===== config.mk =====
export PLATFORM = sky130hd
export DESIGN_NAME = debug_frame_command_agent_flat
export DESIGN_NICKNAME = d
export VERILOG_FILES = /design/src/dfca_pkg.sv /design/src/dfca_ifs.sv /design/src/debug_frame_command_agent.sv /design/src/dfca_ctrl.sv /design/src/dfca_dp.sv /design/src/flat_wrapper.sv
export SDC_FILE = /design/constraint.sdc
export NUM_CORES = 2
export LEC_CHECK = 0
export BUFFER_PORTS_ARGS = -buffer_cell sky130_fd_sc_hd__buf_4
export CAP_MARGIN = 20
export CORE_MARGIN = 2
export CORE_UTILIZATION = 54
export DETAILED_ROUTE_END_ITERATION = 16
export PLACE_DENSITY = 0.86
export SKIP_LAST_GASP = 1
export SYNTH_ARGS = -nofsm -noshare
export SYNTH_HDL_FRONTEND = slang
export SYNTH_SLANG_ARGS = --single-unit
export TNS_END_PERCENT = 30

===== constraint.sdc =====
create_clock -name clk -period 11.4 [get_ports clk]
set_input_delay 3.42 -clock clk [delete_from_list [all_inputs] [get_ports clk]]
set_output_delay 3.42 -clock clk [all_outputs]
set_load 0.005 [all_outputs]

===== src/dfca_pkg.sv =====
// Shared types, constants and helper functions for the debug frame command agent.
`timescale 1ns / 1ps
package dfca_pkg;

  localparam int FORCE_SLOT_COUNT = 8;
  localparam int SLOT_IDX_W = (FORCE_SLOT_COUNT > 1) ? $clog2(FORCE_SLOT_COUNT) : 1;
  localparam int CFG_IDX_W = 8;

  localparam logic [7:0] CMD_OPEN    = 8'hA0;
  localparam logic [7:0] CMD_CLOSE   = 8'hA1;
  localparam logic [7:0] CMD_REBOOT  = 8'hA2;
  localparam logic [7:0] CMD_READ    = 8'hA5;
  localparam logic [7:0] CMD_WRITE8  = 8'hA6;
  localparam logic [7:0] CMD_WRITE16 = 8'hA7;
  localparam logic [7:0] CMD_FORCE8  = 8'hA8;
  localparam logic [7:0] CMD_FORCE16 = 8'hA9;
  localparam logic [7:0] CMD_RELEASE = 8'hAA;
  localparam logic [7:0] CMD_CTRL    = 8'hAC;
  localparam logic [7:0] CMD_TRACE   = 8'hB0;

  localparam logic [7:0] ACK_READ   = 8'h5A;
  localparam logic [7:0] ACK_WRITE  = 8'h6A;
  localparam logic [7:0] ACK_CTRL   = 8'hCA;
  localparam logic [7:0] ACK_TRACE  = 8'hB1;
  localparam logic [7:0] ACK_REBOOT = 8'hA3;

  localparam logic [7:0] CH_K = 8'h4B;
  localparam logic [7:0] CH_X = 8'h58;
  localparam logic [7:0] CH_M = 8'h4D;
  localparam logic [7:0] CH_O = 8'h4F;
  localparam logic [7:0] CH_N = 8'h4E;
  localparam logic [7:0] CH_R = 8'h52;
  localparam logic [7:0] CH_T = 8'h54;

  localparam logic [7:0] STS_OK      = 8'd0;
  localparam logic [7:0] STS_RANGE   = 8'd1;
  localparam logic [7:0] STS_BADLEN  = 8'd2;
  localparam logic [7:0] STS_FULL    = 8'd3;
  localparam logic [7:0] STS_OFFLINE = 8'd4;

  localparam logic [7:0] MODE_RUN   = 8'd0;
  localparam logic [7:0] MODE_PAUSE = 8'd1;
  localparam logic [7:0] MODE_STEP  = 8'd2;

  localparam logic [CFG_IDX_W-1:0] CFG_W0_LO = CFG_IDX_W'(0);
  localparam logic [CFG_IDX_W-1:0] CFG_W0_HI = CFG_IDX_W'(1);
  localparam logic [CFG_IDX_W-1:0] CFG_W1_LO = CFG_IDX_W'(2);
  localparam logic [CFG_IDX_W-1:0] CFG_W1_HI = CFG_IDX_W'(3);

  typedef enum logic [1:0] {IN_FRAME, IN_GATE, IN_TRACE, IN_NONE} in_kind_t;
  typedef enum logic [1:0] {RES_ACK, RES_WRITE, RES_GATE, RES_RESET} res_kind_t;

  typedef enum logic [2:0] {
    ST_IDLE, ST_SLOT, ST_HANDLE, ST_WR, ST_ACK, ST_RST, ST_FIN
  } fsm_t;

  typedef struct packed {
    res_kind_t   kind;
    logic [63:0] ack;
    logic [31:0] addr;
    logic [1:0]  len;
    logic [15:0] val;
    logic        gate;
    logic        last;
  } res_t;

  typedef struct packed {
    logic                  cap;
    logic                  gen_slot;
    logic                  handle;
    logic                  gen_w;
    logic                  gen_ack;
    logic                  gen_rst;
    logic                  flush;
    logic [SLOT_IDX_W-1:0] slot_idx;
  } ctl_cmd_t;

  typedef struct packed {
    logic slot_emit;
    logic gen_ok;
    logic pend_valid;
    logic out_free;
    logic need_w;
    logic need_ack;
    logic need_rst;
  } dp_sts_t;

  function automatic logic [7:0] sum7(input logic [63:0] f);
    logic [7:0] s;
    s = 8'd0;
    for (int i = 0; i < 7; i++) s = s + f[8*i +: 8];
    return s;
  endfunction

  function automatic logic [63:0] pack_ack(input logic [7:0] b0, input logic [7:0] b1,
                                           input logic [7:0] b2, input logic [7:0] b3,
                                           input logic [7:0] b4, input logic [7:0] b5);
    logic [7:0] c;
    c = b0 + b1 + b2 + b3 + b4 + b5;
    return {c, 8'h00, b5, b4, b3, b2, b1, b0};
  endfunction

  function automatic logic in_ram(input logic [31:0] addr, input logic [1:0] len,
                                  input logic [31:0] w0l, input logic [31:0] w0h,
                                  input logic [31:0] w1l, input logic [31:0] w1h);
    logic [32:0] e;
    e = {1'b0, addr} + {31'b0, len} - 33'd1;
    if (e[32]) return 1'b0;
    return (addr >= w0l && e[31:0] <= w0h) || (addr >= w1l && e[31:0] <= w1h);
  endfunction

endpackage


===== src/dfca_ifs.sv =====
// Channel interfaces for input items, result items and configuration writes.
`timescale 1ns / 1ps
interface dfca_in_if;
  logic        valid;
  logic        ready;
  logic [1:0]  kind;
  logic [63:0] frame_bytes;
  logic [15:0] trace_id;
  logic [15:0] mem_read_data;
  modport source (output valid, kind, frame_bytes, trace_id, mem_read_data, input ready);
  modport sink (input valid, kind, frame_bytes, trace_id, mem_read_data, output ready);
endinterface

interface dfca_out_if;
  logic        valid;
  logic        ready;
  logic [1:0]  out_kind;
  logic [63:0] ack_frame;
  logic [31:0] write_addr;
  logic [1:0]  write_len;
  logic [15:0] write_value;
  logic        gate_open;
  logic        last;
  modport source (output valid, out_kind, ack_frame, write_addr, write_len, write_value,
                  gate_open, last, input ready);
  modport sink (input valid, out_kind, ack_frame, write_addr, write_len, write_value,
                gate_open, last, output ready);
endinterface

interface dfca_cfg_if;
  logic        valid;
  logic        ready;
  logic [7:0]  index;
  logic [31:0] data;
  modport source (output valid, index, data, input ready);
  modport sink (input valid, index, data, output ready);
endinterface


===== src/debug_frame_command_agent.sv =====
// Top level of the debug frame command agent.
//   channel | dir | handshake     | word
//   in_if   | in  | valid/ready   | kind, frame_bytes, trace_id, mem_read_data
//   out_if  | out | valid/ready   | out_kind, ack_frame, write_addr/len/value, gate_open, last
//   cfg_if  | in  | valid/ready   | index, data (RAM window bounds)
// A frame or gate query passes through the accept state, one state per force slot, a
// decode state, then states for write, acknowledge, reset request and final word. A step
// that emits waits while the output is blocked. Trace points and unknown kinds are
// handled in the accept state alone. One result is held back so the final word can
// carry last. Reset is synchronous; cfg_if is always ready.
`timescale 1ns / 1ps
module debug_frame_command_agent import dfca_pkg::*; (
  input logic clk,
  input logic rst_n,
  dfca_in_if.sink    in_if,
  dfca_out_if.source out_if,
  dfca_cfg_if.sink   cfg_if
);

  ctl_cmd_t cmd;
  dp_sts_t  sts;
  res_t     res;
  logic     in_ready;

  dfca_ctrl u_ctrl (
    .clk      (clk),
    .rst_n    (rst_n),
    .in_valid (in_if.valid),
    .in_kind  (in_if.kind),
    .sts      (sts),
    .in_ready (in_ready),
    .cmd      (cmd)
  );

  dfca_dp u_dp (
    .clk       (clk),
    .rst_n     (rst_n),
    .cmd       (cmd),
    .sts       (sts),
    .in_kind   (in_if.kind),
    .in_frame  (in_if.frame_bytes),
    .in_tid    (in_if.trace_id),
    .in_mem    (in_if.mem_read_data),
    .cfg_wr    (cfg_if.valid),
    .cfg_idx   (cfg_if.index),
    .cfg_data  (cfg_if.data),
    .out_ready (out_if.ready),
    .out_valid (out_if.valid),
    .out_res   (res)
  );

  assign in_if.ready        = in_ready;
  assign cfg_if.ready       = 1'b1;
  assign out_if.out_kind    = res.kind;
  assign out_if.ack_frame   = res.ack;
  assign out_if.write_addr  = res.addr;
  assign out_if.write_len   = res.len;
  assign out_if.write_value = res.val;
  assign out_if.gate_open   = res.gate;
  assign out_if.last        = res.last;

endmodule


===== src/dfca_ctrl.sv =====
// Controller state machine: slot walk, decode and result sequencing.
`timescale 1ns / 1ps
module dfca_ctrl import dfca_pkg::*; (
  input  logic     clk,
  input  logic     rst_n,
  input  logic     in_valid,
  input  logic [1:0] in_kind,
  input  dp_sts_t  sts,
  output logic     in_ready,
  output ctl_cmd_t cmd
);

  localparam logic [SLOT_IDX_W-1:0] SLOT_LAST = SLOT_IDX_W'(FORCE_SLOT_COUNT - 1);

  fsm_t                  st_r, st_nxt;
  logic [SLOT_IDX_W-1:0] idx_r, idx_nxt;

  always_ff @(posedge clk) begin
    if (!rst_n) begin
      st_r  <= ST_IDLE;
      idx_r <= '0;
    end else begin
      st_r  <= st_nxt;
      idx_r <= idx_nxt;
    end
  end

  always_comb begin
    st_nxt       = st_r;
    idx_nxt      = idx_r;
    cmd          = '0;
    cmd.slot_idx = idx_r;
    in_ready     = 1'b0;
    case (st_r)
      ST_IDLE: begin
        in_ready = 1'b1;
        if (in_valid) begin
          cmd.cap = 1'b1;
          if (in_kind == IN_FRAME || in_kind == IN_GATE) begin
            st_nxt  = ST_SLOT;
            idx_nxt = '0;
          end
        end
      end
      ST_SLOT: begin
        if (!sts.slot_emit || sts.gen_ok) begin
          cmd.gen_slot = sts.slot_emit;
          if (idx_r == SLOT_LAST) st_nxt = ST_HANDLE;
          else idx_nxt = idx_r + 1'b1;
        end
      end
      ST_HANDLE: begin
        cmd.handle = 1'b1;
        st_nxt     = ST_WR;
      end
      ST_WR: begin
        if (!sts.need_w) st_nxt = ST_ACK;
        else if (sts.gen_ok) begin
          cmd.gen_w = 1'b1;
          st_nxt    = ST_ACK;
        end
      end
      ST_ACK: begin
        if (!sts.need_ack) st_nxt = ST_RST;
        else if (sts.gen_ok) begin
          cmd.gen_ack = 1'b1;
          st_nxt      = ST_RST;
        end
      end
      ST_RST: begin
        if (!sts.need_rst) st_nxt = ST_FIN;
        else if (sts.gen_ok) begin
          cmd.gen_rst = 1'b1;
          st_nxt      = ST_FIN;
        end
      end
      ST_FIN: begin
        if (!sts.pend_valid) st_nxt = ST_IDLE;
        else if (sts.out_free) begin
          cmd.flush = 1'b1;
          st_nxt    = ST_IDLE;
        end
      end
      default: st_nxt = ST_IDLE;
    endcase
  end

endmodule


===== src/dfca_dp.sv =====
// Datapath: configuration, session and slot state, frame decode, result registers.
`timescale 1ns / 1ps
module dfca_dp import dfca_pkg::*; (
  input  logic        clk,
  input  logic        rst_n,
  input  ctl_cmd_t    cmd,
  output dp_sts_t     sts,
  input  logic [1:0]  in_kind,
  input  logic [63:0] in_frame,
  input  logic [15:0] in_tid,
  input  logic [15:0] in_mem,
  input  logic        cfg_wr,
  input  logic [CFG_IDX_W-1:0] cfg_idx,
  input  logic [31:0] cfg_data,
  input  logic        out_ready,
  output logic        out_valid,
  output res_t        out_res
);

  logic [31:0] w0l_r, w0h_r, w1l_r, w1h_r;
  logic        online_r, paused_r, step_r, prev_valid_r;
  logic [15:0] trace_r;
  logic [63:0] prev_r;
  logic [1:0]  kind_r;
  logic [63:0] frame_r;
  logic [15:0] mem_r;
  logic [FORCE_SLOT_COUNT-1:0] act_r;
  logic [31:0] saddr_r [FORCE_SLOT_COUNT];
  logic [1:0]  ssize_r [FORCE_SLOT_COUNT];
  logic [15:0] sdata_r [FORCE_SLOT_COUNT];
  logic        need_w_r, need_a_r, need_rst_r;
  res_t        w_res_r, a_res_r;
  logic        pend_valid_r, out_valid_r;
  res_t        pend_r, out_r;

  logic [7:0]  cb, seq, b6;
  logic [31:0] faddr;
  logic [15:0] fval;
  logic        csum_ok, kx, sig_s, sig_c, is_dup, is_force;
  logic [1:0]  wr_len;
  logic [31:0] chk_addr;
  logic [1:0]  chk_len;
  logic        ram_ok;
  logic [FORCE_SLOT_COUNT-1:0] match_a;
  logic        hit_any, free_any;
  logic [SLOT_IDX_W-1:0] hit_idx, free_idx;

  logic        need_w_n, need_a_n, need_rst_n, gate_n, swr_en;
  res_kind_t   akind_n;
  logic [63:0] ack_n;
  logic        online_nxt, paused_nxt, step_nxt;
  logic [FORCE_SLOT_COUNT-1:0] act_nxt;
  logic [SLOT_IDX_W-1:0] swr_idx;
  logic [7:0]  sts_code, len8;
  logic [15:0] rd_val;

  res_t        slot_res, new_res;
  logic        gen, out_free;

  assign cb      = frame_r[7:0];
  assign seq     = frame_r[15:8];
  assign b6      = frame_r[55:48];
  assign faddr   = frame_r[47:16];
  assign fval    = frame_r[63:48];
  assign csum_ok = frame_r[63:56] == sum7(frame_r);
  assign kx      = frame_r[23:16] == CH_K && frame_r[31:24] == CH_X;
  assign sig_s   = csum_ok && kx && frame_r[39:32] == CH_M && frame_r[47:40] == CH_O
                   && b6 == CH_N;
  assign sig_c   = csum_ok && kx && frame_r[39:32] == CH_R && frame_r[47:40] == CH_T;
  assign is_dup  = prev_valid_r && prev_r == frame_r;
  assign wr_len  = (cb == CMD_WRITE8 || cb == CMD_FORCE8) ? 2'd1 : 2'd2;
  assign is_force = cb == CMD_FORCE8 || cb == CMD_FORCE16;

  assign chk_addr = cmd.handle ? faddr : saddr_r[cmd.slot_idx];
  assign chk_len  = cmd.handle ? ((cb == CMD_READ) ? b6[1:0] : wr_len) : ssize_r[cmd.slot_idx];
  assign ram_ok   = in_ram(chk_addr, chk_len, w0l_r, w0h_r, w1l_r, w1h_r);

  always_comb begin
    hit_any  = 1'b0;
    free_any = 1'b0;
    hit_idx  = '0;
    free_idx = '0;
    for (int i = 0; i < FORCE_SLOT_COUNT; i++) begin
      match_a[i] = act_r[i] && saddr_r[i] == faddr;
      if (!hit_any && match_a[i] && ssize_r[i] == wr_len) begin
        hit_any = 1'b1;
        hit_idx = SLOT_IDX_W'(i);
      end
      if (!free_any && !act_r[i]) begin
        free_any = 1'b1;
        free_idx = SLOT_IDX_W'(i);
      end
    end
  end

  always_comb begin
    need_w_n   = 1'b0;
    need_a_n   = 1'b0;
    need_rst_n = 1'b0;
    gate_n     = 1'b0;
    akind_n    = RES_ACK;
    ack_n      = '0;
    online_nxt = online_r;
    paused_nxt = paused_r;
    step_nxt   = step_r;
    act_nxt    = act_r;
    swr_en     = 1'b0;
    swr_idx    = free_idx;
    sts_code   = STS_OK;
    len8       = {6'b0, wr_len};
    rd_val     = '0;
    if (kind_r == IN_GATE) begin
      need_a_n = 1'b1;
      akind_n  = RES_GATE;
      gate_n   = !paused_r || step_r;
      if (paused_r && step_r) step_nxt = 1'b0;
    end else if (!is_dup) begin
      case (cb)
        CMD_OPEN, CMD_CLOSE: begin
          if (sig_s) begin
            online_nxt = cb == CMD_OPEN;
            paused_nxt = 1'b0;
            step_nxt   = 1'b0;
          end
        end
        CMD_REBOOT: begin
          if (sig_s) begin
            need_a_n   = 1'b1;
            need_rst_n = 1'b1;
            ack_n      = pack_ack(ACK_REBOOT, seq, 8'd0, 8'd0, 8'd0, 8'd0);
          end
        end
        CMD_TRACE: begin
          if (sig_s) begin
            need_a_n = 1'b1;
            ack_n    = pack_ack(ACK_TRACE, seq, trace_r[7:0], trace_r[15:8], 8'd0, 8'd0);
          end
        end
        CMD_WRITE8, CMD_WRITE16, CMD_FORCE8, CMD_FORCE16, CMD_RELEASE: begin
          need_a_n = 1'b1;
          if (!online_r) sts_code = STS_OFFLINE;
          else if (cb == CMD_RELEASE) begin
            act_nxt = act_r & ~match_a;
            len8    = 8'd0;
          end else if (!ram_ok) sts_code = STS_RANGE;
          else begin
            need_w_n = 1'b1;
            if (is_force) begin
              if (hit_any) begin
                swr_en  = 1'b1;
                swr_idx = hit_idx;
              end else if (!free_any) sts_code = STS_FULL;
              else begin
                swr_en            = 1'b1;
                act_nxt[free_idx] = 1'b1;
              end
            end
          end
          ack_n = pack_ack(ACK_WRITE, seq, sts_code, len8, cb, 8'd0);
        end
        CMD_CTRL: begin
          if (sig_c) begin
            need_a_n = 1'b1;
            case (b6)
              MODE_RUN: begin
                paused_nxt = 1'b0;
                step_nxt   = 1'b0;
              end
              MODE_PAUSE: begin
                paused_nxt = 1'b1;
                step_nxt   = 1'b0;
              end
              MODE_STEP: begin
                paused_nxt = 1'b1;
                step_nxt   = 1'b1;
              end
              default: sts_code = STS_BADLEN;
            endcase
            ack_n = pack_ack(ACK_CTRL, seq, sts_code, b6, 8'd0, 8'd0);
          end
        end
        CMD_READ: begin
          if (csum_ok) begin
            need_a_n = 1'b1;
            if (b6 != 8'd1 && b6 != 8'd2) sts_code = STS_BADLEN;
            else if (!ram_ok) sts_code = STS_RANGE;
            else rd_val = (b6 == 8'd1) ? {8'h00, mem_r[7:0]} : mem_r;
            ack_n = pack_ack(ACK_READ, seq, b6, sts_code, rd_val[7:0], rd_val[15:8]);
          end
        end
        default: ;
      endcase
    end
  end

  always_ff @(posedge clk) begin
    if (!rst_n) begin
      w0l_r        <= 32'h1000_0000;
      w0h_r        <= 32'h1000_3FFF;
      w1l_r        <= 32'h2007_C000;
      w1h_r        <= 32'h2007_FFFF;
      online_r     <= 1'b0;
      paused_r     <= 1'b0;
      step_r       <= 1'b0;
      trace_r      <= '0;
      prev_valid_r <= 1'b0;
      act_r        <= '0;
      need_w_r     <= 1'b0;
      need_a_r     <= 1'b0;
      need_rst_r   <= 1'b0;
    end else begin
      if (cfg_wr) begin
        case (cfg_idx)
          CFG_W0_LO: w0l_r <= cfg_data;
          CFG_W0_HI: w0h_r <= cfg_data;
          CFG_W1_LO: w1l_r <= cfg_data;
          CFG_W1_HI: w1h_r <= cfg_data;
          default: ;
        endcase
      end
      if (cmd.cap && in_kind == IN_TRACE && online_r) trace_r <= in_tid;
      if (cmd.handle) begin
        online_r   <= online_nxt;
        paused_r   <= paused_nxt;
        step_r     <= step_nxt;
        act_r      <= act_nxt;
        need_w_r   <= need_w_n;
        need_a_r   <= need_a_n;
        need_rst_r <= need_rst_n;
        if (kind_r == IN_FRAME && !is_dup) prev_valid_r <= 1'b1;
      end
    end
  end

  always_ff @(posedge clk) begin
    if (cmd.cap) begin
      kind_r  <= in_kind;
      frame_r <= in_frame;
      mem_r   <= in_mem;
    end
    if (cmd.handle) begin
      if (kind_r == IN_FRAME && !is_dup) prev_r <= frame_r;
      if (swr_en) begin
        saddr_r[swr_idx] <= faddr;
        ssize_r[swr_idx] <= wr_len;
        sdata_r[swr_idx] <= fval;
      end
      w_res_r <= '{kind: RES_WRITE, ack: 64'd0, addr: faddr, len: wr_len,
                   val: (wr_len == 2'd1) ? {8'h00, fval[7:0]} : fval,
                   gate: 1'b0, last: 1'b0};
      a_res_r <= '{kind: akind_n, ack: ack_n, addr: 32'd0, len: 2'd0, val: 16'd0,
                   gate: gate_n, last: 1'b0};
    end
  end

  always_comb begin
    slot_res      = '0;
    slot_res.kind = RES_WRITE;
    slot_res.addr = saddr_r[cmd.slot_idx];
    slot_res.len  = ssize_r[cmd.slot_idx];
    slot_res.val  = (ssize_r[cmd.slot_idx] == 2'd1) ? {8'h00, sdata_r[cmd.slot_idx][7:0]}
                                                     : sdata_r[cmd.slot_idx];
    if (cmd.gen_slot) new_res = slot_res;
    else if (cmd.gen_w) new_res = w_res_r;
    else if (cmd.gen_ack) new_res = a_res_r;
    else begin
      new_res      = '0;
      new_res.kind = RES_RESET;
    end
  end

  assign gen      = cmd.gen_slot || cmd.gen_w || cmd.gen_ack || cmd.gen_rst;
  assign out_free = !out_valid_r || out_ready;

  always_ff @(posedge clk) begin
    if (!rst_n) begin
      out_valid_r  <= 1'b0;
      pend_valid_r <= 1'b0;
    end else begin
      if (gen) begin
        if (pend_valid_r) begin
          out_r       <= pend_r;
          out_valid_r <= 1'b1;
        end else if (out_ready) out_valid_r <= 1'b0;
        pend_r       <= new_res;
        pend_valid_r <= 1'b1;
      end else if (cmd.flush) begin
        out_r        <= '{kind: pend_r.kind, ack: pend_r.ack, addr: pend_r.addr,
                          len: pend_r.len, val: pend_r.val, gate: pend_r.gate,
                          last: 1'b1};
        out_valid_r  <= 1'b1;
        pend_valid_r <= 1'b0;
      end else if (out_ready) out_valid_r <= 1'b0;
    end
  end

  assign sts.slot_emit  = act_r[cmd.slot_idx] && ram_ok;
  assign sts.gen_ok     = !pend_valid_r || out_free;
  assign sts.pend_valid = pend_valid_r;
  assign sts.out_free   = out_free;
  assign sts.need_w     = need_w_r;
  assign sts.need_ack   = need_a_r;
  assign sts.need_rst   = need_rst_r;

  assign out_valid = out_valid_r;
  assign out_res   = out_r;

endmodule


===== src/flat_wrapper.sv =====
// flat-port wrapper written by rule: the top's interface ports become plain ports
module debug_frame_command_agent_flat import dfca_pkg::*;
  (clk, rst_n, in_if_valid, in_if_kind, in_if_frame_bytes, in_if_trace_id, in_if_mem_read_data, in_if_ready, out_if_valid, out_if_out_kind, out_if_ack_frame, out_if_write_addr, out_if_write_len, out_if_write_value, out_if_gate_open, out_if_last, out_if_ready, cfg_if_valid, cfg_if_index, cfg_if_data, cfg_if_ready);
  dfca_in_if in_if_i ();
  dfca_out_if out_if_i ();
  dfca_cfg_if cfg_if_i ();
  input logic clk;
  input logic rst_n;
  input wire logic [$bits(in_if_i.valid)-1:0] in_if_valid;
  input wire logic [$bits(in_if_i.kind)-1:0] in_if_kind;
  input wire logic [$bits(in_if_i.frame_bytes)-1:0] in_if_frame_bytes;
  input wire logic [$bits(in_if_i.trace_id)-1:0] in_if_trace_id;
  input wire logic [$bits(in_if_i.mem_read_data)-1:0] in_if_mem_read_data;
  output wire logic [$bits(in_if_i.ready)-1:0] in_if_ready;
  output wire logic [$bits(out_if_i.valid)-1:0] out_if_valid;
  output wire logic [$bits(out_if_i.out_kind)-1:0] out_if_out_kind;
  output wire logic [$bits(out_if_i.ack_frame)-1:0] out_if_ack_frame;
  output wire logic [$bits(out_if_i.write_addr)-1:0] out_if_write_addr;
  output wire logic [$bits(out_if_i.write_len)-1:0] out_if_write_len;
  output wire logic [$bits(out_if_i.write_value)-1:0] out_if_write_value;
  output wire logic [$bits(out_if_i.gate_open)-1:0] out_if_gate_open;
  output wire logic [$bits(out_if_i.last)-1:0] out_if_last;
  input wire logic [$bits(out_if_i.ready)-1:0] out_if_ready;
  input wire logic [$bits(cfg_if_i.valid)-1:0] cfg_if_valid;
  input wire logic [$bits(cfg_if_i.index)-1:0] cfg_if_index;
  input wire logic [$bits(cfg_if_i.data)-1:0] cfg_if_data;
  output wire logic [$bits(cfg_if_i.ready)-1:0] cfg_if_ready;
  assign in_if_i.valid = in_if_valid;
  assign in_if_i.kind = in_if_kind;
  assign in_if_i.frame_bytes = in_if_frame_bytes;
  assign in_if_i.trace_id = in_if_trace_id;
  assign in_if_i.mem_read_data = in_if_mem_read_data;
  assign in_if_ready = in_if_i.ready;
  assign out_if_valid = out_if_i.valid;
  assign out_if_out_kind = out_if_i.out_kind;
  assign out_if_ack_frame = out_if_i.ack_frame;
  assign out_if_write_addr = out_if_i.write_addr;
  assign out_if_write_len = out_if_i.write_len;
  assign out_if_write_value = out_if_i.write_value;
  assign out_if_gate_open = out_if_i.gate_open;
  assign out_if_last = out_if_i.last;
  assign out_if_i.ready = out_if_ready;
  assign cfg_if_i.valid = cfg_if_valid;
  assign cfg_if_i.index = cfg_if_index;
  assign cfg_if_i.data = cfg_if_data;
  assign cfg_if_ready = cfg_if_i.ready;
  debug_frame_command_agent u_core (.clk(clk), .rst_n(rst_n), .in_if(in_if_i), .out_if(out_if_i), .cfg_if(cfg_if_i));
endmodule

After elaboration in Yosys (flattened, before gate mapping)
Memories as Yosys holds them, arrays and structs flattened. A register that Yosys moved wholly into a read port is not among the register bits.
Cells that the tools add are included.
{"block": "classes", "eq_ne": 74, "n_addsub": 25, "magnitude_cmp": 7, "muxes": 182, "bitwise_logic": 5, "n_reduce_logical": 115}
{"operator": "$mux W118", "n": 5}
{"operator": "$pmux W64 S5", "n": 1}
{"operator": "$eq A32 B32 Y1", "n": 8}
{"operator": "$mux W64", "n": 4}
{"operator": "$mux W8", "n": 19}
{"operator": "$add A8 B8 Y8", "n": 17}
{"operator": "$mux W3", "n": 43}
{"operator": "$mux W16", "n": 8}
{"operator": "$eq A8 B8 Y1 const B", "n": 11}
{"operator": "$mux W1", "n": 78}
{"operator": "$eq A64 B64 Y1", "n": 1}
{"operator": "$ge A32 B32 Y1", "n": 2}
{"operator": "$le A32 B32 Y1", "n": 2}
{"operator": "$eq A8 B7 Y1 const B", "n": 7}
{"operator": "$mux W52", "n": 1}
{"operator": "$logic_and A1 B1 Y1", "n": 47}
{"operator": "$add A32 B2 Y33", "n": 1}
{"operator": "$sub A33 B1 Y33 const B", "n": 1}
{"operator": "$mux W32", "n": 1}
{"operator": "$mux W2", "n": 13}
{"operator": "$logic_not A1 Y1", "n": 25}
{"operator": "$add A8 B8 Y8 const A", "n": 3}
{"operator": "$eq A8 B2 Y1 const B", "n": 3}
{"operator": "$ne A3 B3 Y1 const B", "n": 7}
{"operator": "other kinds (42)", "n": 100}
{"block": "word_totals", "in_bits": 143, "n_memories": 3, "ramBits": 400, "ff_bits": 666}
{"name": "u_core.u_dp.saddr_r", "words": 8, "width": 32, "read_ports": 9, "rd_clocked_by_memory_dff": 1, "write_ports": 1, "line_no": "dfca_dp.sv:28", "source": "logic [31:0] saddr_r [FORCE_SLOT_COUNT];"}
{"name": "u_core.u_dp.sdata_r", "words": 8, "width": 16, "read_ports": 1, "rd_clocked_by_memory_dff": 1, "write_ports": 1, "line_no": "dfca_dp.sv:30", "source": "logic [15:0] sdata_r [FORCE_SLOT_COUNT];"}
{"name": "u_core.u_dp.ssize_r", "words": 8, "width": 2, "read_ports": 9, "rd_clocked_by_memory_dff": 1, "write_ports": 1, "line_no": "dfca_dp.sv:29", "source": "logic [1:0] ssize_r [FORCE_SLOT_COUNT];"}

Logic depth before layout (Yosys ltp)
{"block": "depth", "depth_word": 46, "mapped_depth": 51, "depth_no_buf": 48}

Cells and area by module
Synthesis repeated with hierarchy kept, for this count alone.
{"block": "unflattened", "hier_cells": 3839, "hier_area_um2": 50586.0}
{"mod": "dfca_dp", "cells_each": 3777, "instances": 1, "area_each_um2": 50073.0, "seq_area_each_um2": 29258.1}
{"mod": "dfca_ctrl", "cells_each": 60, "instances": 1, "area_each_um2": 501.7, "seq_area_each_um2": 120.1}
{"mod": "debug_frame_command_agent", "cells_each": 2, "instances": 1, "area_each_um2": 11.3, "seq_area_each_um2": 0.0}

Least setup slack after synthesis
OpenSTA, ideal clock, no wires.
{"block": "synth_path", "path_kind": "reg-to-reg", "start": "reg u_core.u_ctrl.st_r[2]", "end": "reg u_core.u_dp.pend_r[108] (netlist name) (enable)", "n_path_buf": 1, "setup_time_ns": 0.574, "t_arrival_ns": 11.858, "stages_incl_launch_ff": 35, "period_less_slack_ns": 12.431, "slack_ns": -1.031, "path_cell_list": "dfxtp_1 > buf_2 > nor2_1 > nand2_1 > inv_1 > nand3_1 > o21ai_0 > ha_1 > inv_1 > ha_1 > inv_1 > fa_1 > nand2b_1 > a21oi_1 > o21ai_0 > a21oi_1 > o2111ai_1 > nand3_1 > o41ai_1 > o22ai_1 > or4_1 > nand2_1 > xnor2_1 > ha_1 > a21o_1 > a21o_1 > a21oi_1 > o21ai_0 > a2111oi_0 > o22ai_1 > o21ai_0 > nand3_1 > nand2_1 > nand2_1 > nor2_1"}
{"block": "synth_between", "elab_chain_len": 18, "elab_cells_between_ends": 31, "cone_classes": "add/sub: 2; order compare: 4; eq/ne: 5; mux: 10; reduce/logical: 10"}
{"element": "from (decl)", "line_no": "dfca_ctrl.sv:15", "source": "fsm_t st_r, st_nxt;"}
{"element": "from (signal assigned)", "line_no": "dfca_ctrl.sv:23", "source": "st_r <= st_nxt;"}
{"element": "$eq A3 B2 Y1", "line_no": "dfca_ctrl.sv:34", "source": "case (st_r)"}
{"element": "$mux W1", "line_no": "dfca_ctrl.sv:34"}
{"element": "$mux W32 / $mux W2 (equally long branches)", "line_no": "dfca_dp.sv:74, dfca_dp.sv:75"}
{"element": "$add A32 B2 Y33", "line_no": "dfca_pkg.sv:107", "source": "e = {1'b0, addr} + {31'b0, len} - 33'd1;"}
{"element": "$sub A33 B1 Y33", "line_no": "dfca_pkg.sv:107"}
{"element": "$le A32 B32 Y1", "line_no": "dfca_pkg.sv:109", "source": "return (addr >= w0l && e[31:0] <= w0h) || (addr >= w1l && e[31:0] <= w1h);"}
{"element": "$logic_and A1 B1 Y1", "line_no": "dfca_pkg.sv:109"}
{"element": "$logic_or A1 B1 Y1", "line_no": "dfca_pkg.sv:109"}
{"element": "$mux W1", "line_no": "dfca_pkg.sv:109"}
{"element": "$logic_and A1 B1 Y1", "line_no": "dfca_dp.sv:297", "source": "assign sts.slot_emit = act_r[cmd.slot_idx] && ram_ok;"}
{"element": "$logic_not A1 Y1", "line_no": "dfca_ctrl.sv:46", "source": "if (!sts.slot_emit || sts.gen_ok) begin"}
{"element": "$logic_or A1 B1 Y1", "line_no": "dfca_ctrl.sv:46"}
{"element": "$mux W1", "line_no": "dfca_ctrl.sv:46"}
{"element": "$mux W1", "line_no": "dfca_ctrl.sv:34"}
{"element": "$logic_or A1 B1 Y1 (2 in series)", "line_no": "dfca_dp.sv:272", "source": "assign gen = cmd.gen_slot || cmd.gen_w || cmd.gen_ack || cmd.gen_rst;"}
{"element": "$logic_or A1 B1 Y1 *", "line_no": "dfca_dp.sv:272"}
{"element": "$reduce_and A2 Y1 (no line) *"}
{"element": "to (signal assigned)", "line_no": "dfca_dp.sv:285", "source": "pend_r <= new_res;"}
{"element": "to (decl)", "line_no": "dfca_dp.sv:34", "source": "res_t pend_r, out_r;"}
Every way passes the cells marked *; elsewhere a longest branch is shown, timed or not.
A chain may end at the register's enable or synchronous reset.

Final worst setup path
{"block": "layout_path", "start": "reg u_core.u_dp.frame_r[4]", "end": "reg u_core.u_dp.a_res_r[115] (netlist name) (data pin)"}
{"block": "layout_between", "elab_chain_len": 46, "elab_cells_between_ends": 114, "cone_classes": "add/sub: 14; order compare: 2; eq/ne: 19; mux: 43; reduce/logical: 36"}
{"element": "from (decl)", "line_no": "dfca_dp.sv:25", "source": "logic [63:0] frame_r;"}
{"element": "from (signal assigned)", "line_no": "dfca_dp.sv:238", "source": "frame_r <= in_frame;"}
{"element": "branches (longest 46 deep; another with $add A32 B2 Y33)"}
{"element": "to (signal assigned)", "line_no": "dfca_dp.sv:251", "source": "a_res_r <= '{kind: akind_n, ack: ack_n, addr: 32'd0, len: 2'd0, val: 16'd0,"}
{"element": "to (decl)", "line_no": "dfca_dp.sv:32", "source": "res_t w_res_r, a_res_r;"}
Parallel ways; which one is timed is not known. The select of a mux whose other input is x is not followed.

==> results.json <==
{
  "final.min_clock_period_ps": 10780,
  "num_vias": 34100,
  "postCtsHoldBufs": 0,
  "start_util": 0.546,
  "maxSlewViolCount": 0,
  "drc": 0,
  "drt-initial-drc-count": 4635,
  "hold_end": "u_core.u_dp.out_res[4]",
  "clock_skew_ps": 35.3,
  "cts_made_buffers": 103,
  "ys_warn_count": 0,
  "mostFrequentLayoutCells": "edfxtp_1, nand2_1, buf_4",
  "antenna_found_initial": 8,
  "whs_path_depth": 0,
  "gr-total-overflow": 0,
  "dieArea_um2": 95200,
  "finish.utilization": 0.624,
  "timing.slew.headroom": 0.216,
  "final_common_cell": "edfxtp_1",
  "status": "finished clean",
  "nets": 4623,
  "synthArstFlopShare": 0,
  "place_ws_ps": 519,
  "r2r-start": "u_core.u_dp.frame_r[4]",
  "numPortBuffers": 253,
  "crit_slowest_cell": "edfxtp_1",
  "drive_above_1_share": 0.157,
  "critical_path_arrival_ps": 11230,
  "synthFlopType": "edfxtp_1",
  "critical_path.endpoint_type": "register",
  "ioPinCount": 264,
  "cts_tree": "built",
  "num_rows": 111,
  "synth_edf_count": 867,
  "areaGrowthSynthToFinish_pct": 14.4,
  "syn_avg_cell_area_um2": 12.9,
  "cts.path.max_buffers": 3,
  "power-per-cell-area_nw_per_um2": 163,
  "final_cells": 5521,
  "grt_pass1_wl_mm": 213,
  "synth-compound-area-share": 0.0715,
  "r2r-end": "u_core.u_dp.a_res_r[115]",
  "ant_nets": 0,
  "swShare": 0.270,
  "viasPerCell": 6.18,
  "place_inst": 5323,
  "fmax_mhz": 92.8,
  "p_switching_mw": 2.52,
  "synth_top_family_by_area": "simple AND/OR/NAND/NOR gates",
  "required_ps": 11850,
  "fin_crit_sh": 0.946,
  "muxShareOfSynthArea": 0.0609,
  "wire_per_inst_um": 26.3,
  "finalWorstSetupSlack_ps": 619,
  "htreeDepth": 3,
  "clkLatencyLatePin_ps": 700,
  "report.final.hold_viol_count": 0,
  "ys_seq_elements": 1037,
  "synthAdderAreaFrac": 0.0815,
  "worstMarginPinSlew_ps": 1170,
  "root_buffer": "clkbuf_16",
  "syn-cell-area_um2": 50100,
  "grt_usage": 0.303,
  "pwr-share-clk": 0.373,
  "grt_max_degree": 76,
  "detail_route.first_pass.iterations": 8,
  "routed_wirelength_mm": 145,
  "cts_sinks": 1037,
  "min_from": "u_core.u_dp.pend_r[4]",
  "grt_pass1_vias": 33600,
  "crit_top_cell": "a21oi_1",
  "cp-start-kind": "register",
  "max_stage_delay_ps": 520,
  "pwr-share-seq": 0.452,
  "comb_power_share": 0.175,
  "setup_violations": 0,
  "p_int_mw": 6.81,
  "synth_cells": 3884,
  "die_y_um": 309,
  "peakVddDrop_uv": 141,
  "critPathMaxFanout": 14,
  "dp_hpwl_mm": 101,
  "critPathKind": "reg2reg",
  "ys_seq_area_frac": 0.588,
  "fillers": 6596,
  "drv_cap": 0,
  "gp_congestion": 1.02,
  "hp-class": "reg2reg",
  "tns_ps": 0,
  "rrSetupSlack_ps": 620,
  "cts.reportedPaths.clkPinSlew_ps": 70,
  "reg2regPathDepth": 45,
  "synthDistinctLibCells": 91,
  "synth-xor-area-share": 0.0691,
  "die_w_um": 309,
  "p_leak_nw": 20.6,
  "core_area_um2": 91800,
  "synthSimpleGateAreaFrac": 0.0910
}
## worst max-delay path: cells and delay by family, from the launching register on
family,cells,cell delay [ps]
AOI/OAI and AO/OA,20,4030
adders and majority gates,8,2610
and+or+nand+nor,10,2490
xor gates and xnor gates,4,570
DFF,1,520
buffers and inverters,3,330
## power groups by stage
stage	clock network [mW]	logic, mW	registers, mW
after floorplan	0	1.05	4.30
after global placement	0	1.48	4.29
after detailed placement	0	1.56	4.29
after CTS	3.50	1.59	4.21
after global routing	3.64	1.76	4.22
final	3.48	1.63	4.22
## registers in the layout, indices dropped and copies added, names as in the netlist, 2 cells and up, named ones only
| signal | flops |
|---|---|
| u_core.u_dp.saddr_r | 256 |
| u_core.u_dp.sdata_r | 128 |
| u_core.u_dp.out_res | 108 |
| u_core.u_dp.pend_r | 107 |
| u_core.u_dp.frame_r | 64 |
| u_core.u_dp.prev_r | 64 |
| u_core.u_dp.a_res_r | 56 |
| u_core.u_dp.w_res_r | 50 |
| u_core.u_dp.w0h_r | 32 |
| u_core.u_dp.w0l_r | 32 |
| u_core.u_dp.w1h_r | 32 |
| u_core.u_dp.w1l_r | 32 |
| u_core.u_dp.mem_r | 16 |
| u_core.u_dp.ssize_r | 16 |
| u_core.u_dp.trace_r | 16 |
| u_core.u_dp.act_r | 8 |
| u_core.u_ctrl.idx_r | 3 |
| u_core.u_ctrl.st_r | 3 |
| u_core.u_dp.kind_r | 2 |
## worst max-delay path by stage
| stage | slack, ps | endpoint | start |
|---|---|---|---|
| 2_1_floorplan | 490 | u_core.u_dp.a_res_r[115] | u_core.u_ctrl.st_r[2] |
| 3_3_place_gp | 750 | u_core.u_dp.a_res_r[115] | u_core.u_dp.frame_r[4] |
| 3_5_place_dp | 520 | u_core.u_dp.a_res_r[115] | u_core.u_dp.frame_r[4] |
| 4_1_cts | 510 | u_core.u_dp.a_res_r[115] | u_core.u_dp.frame_r[4] |
| 5_1_grt | -4 | u_core.u_dp.a_res_r[115] | u_core.u_dp.frame_r[4] |
| 6_report | 620 | u_core.u_dp.a_res_r[115] | u_core.u_dp.frame_r[4] |
## Yosys cell counts, types with 72 or more instances
| master | count | area share |
|---|---|---|
| nand4_1 | 89 | 0.011 |
| nand2_1 | 400 | 0.030 |
| dfxtp_1 | 170 | 0.068 |
| a21oi_1 | 204 | 0.020 |
| mux2i_1 | 72 | 0.014 |
| edfxtp_1 | 867 | 0.52 |
| inv_1 | 314 | 0.024 |
| ha_1 | 227 | 0.057 |
| xnor2_1 | 218 | 0.038 |
| clkbuf_1 | 95 | 0.0071 |
| nor2_1 | 102 | 0.0076 |
| xor2_1 | 177 | 0.031 |
| o21ai_0 | 141 | 0.014 |
| mux4_2 | 102 | 0.046 |
## area by class of cell
type	instances	area, µm²	share of cell area
clock buffers	135	2820	0.0491
clock inverters	56	628	0.0110
flip-flops and latches	1037	29400	0.514
multi-input cells	2372	18900	0.330
repair buffers	362	2790	0.0486
well taps	1243	1560	0.0271
diodes	1	2.50	0.0000437
inverters	315	1190	0.0208
## timing repair
item                       in CTS  in global routing
buffers inserted                0                  2
resized for setup               0                  4
setup endpoints to repair       0                  3
## cells by family after synthesis
logic type / after synthesis
muxes: 177
AOI/OAI and AO/OA: 577
buffers and inverters: 483
DFF: 1037
and+or+nand+nor: 924
xor gates and xnor gates: 395
adders and majority gates: 289
other: 2
## stage by stage
step / area [µm²] / power, mW / hold WS (ps)
floorplan: 50100 / 5.35 / 400
global placement: 53800 / 5.78 / 402
detailed placement: 53800 / 5.85 / 405
CTS: 57200 / 9.31 / 401
global route: 57300 / 9.61 / 422
finish: 57300 / 9.32 / 414
## layer usage
metal,GRT usage,vias to the layer above,part of all wire
met1,0.388,16500,0.36
met5,0,-,0.00079
li1,-,14700,-
met2,0.475,2389,0.46
met4,0.157,12,0.058
met3,0.0851,525,0.13
No activity file was read; power rests on OpenSTA's default activity.
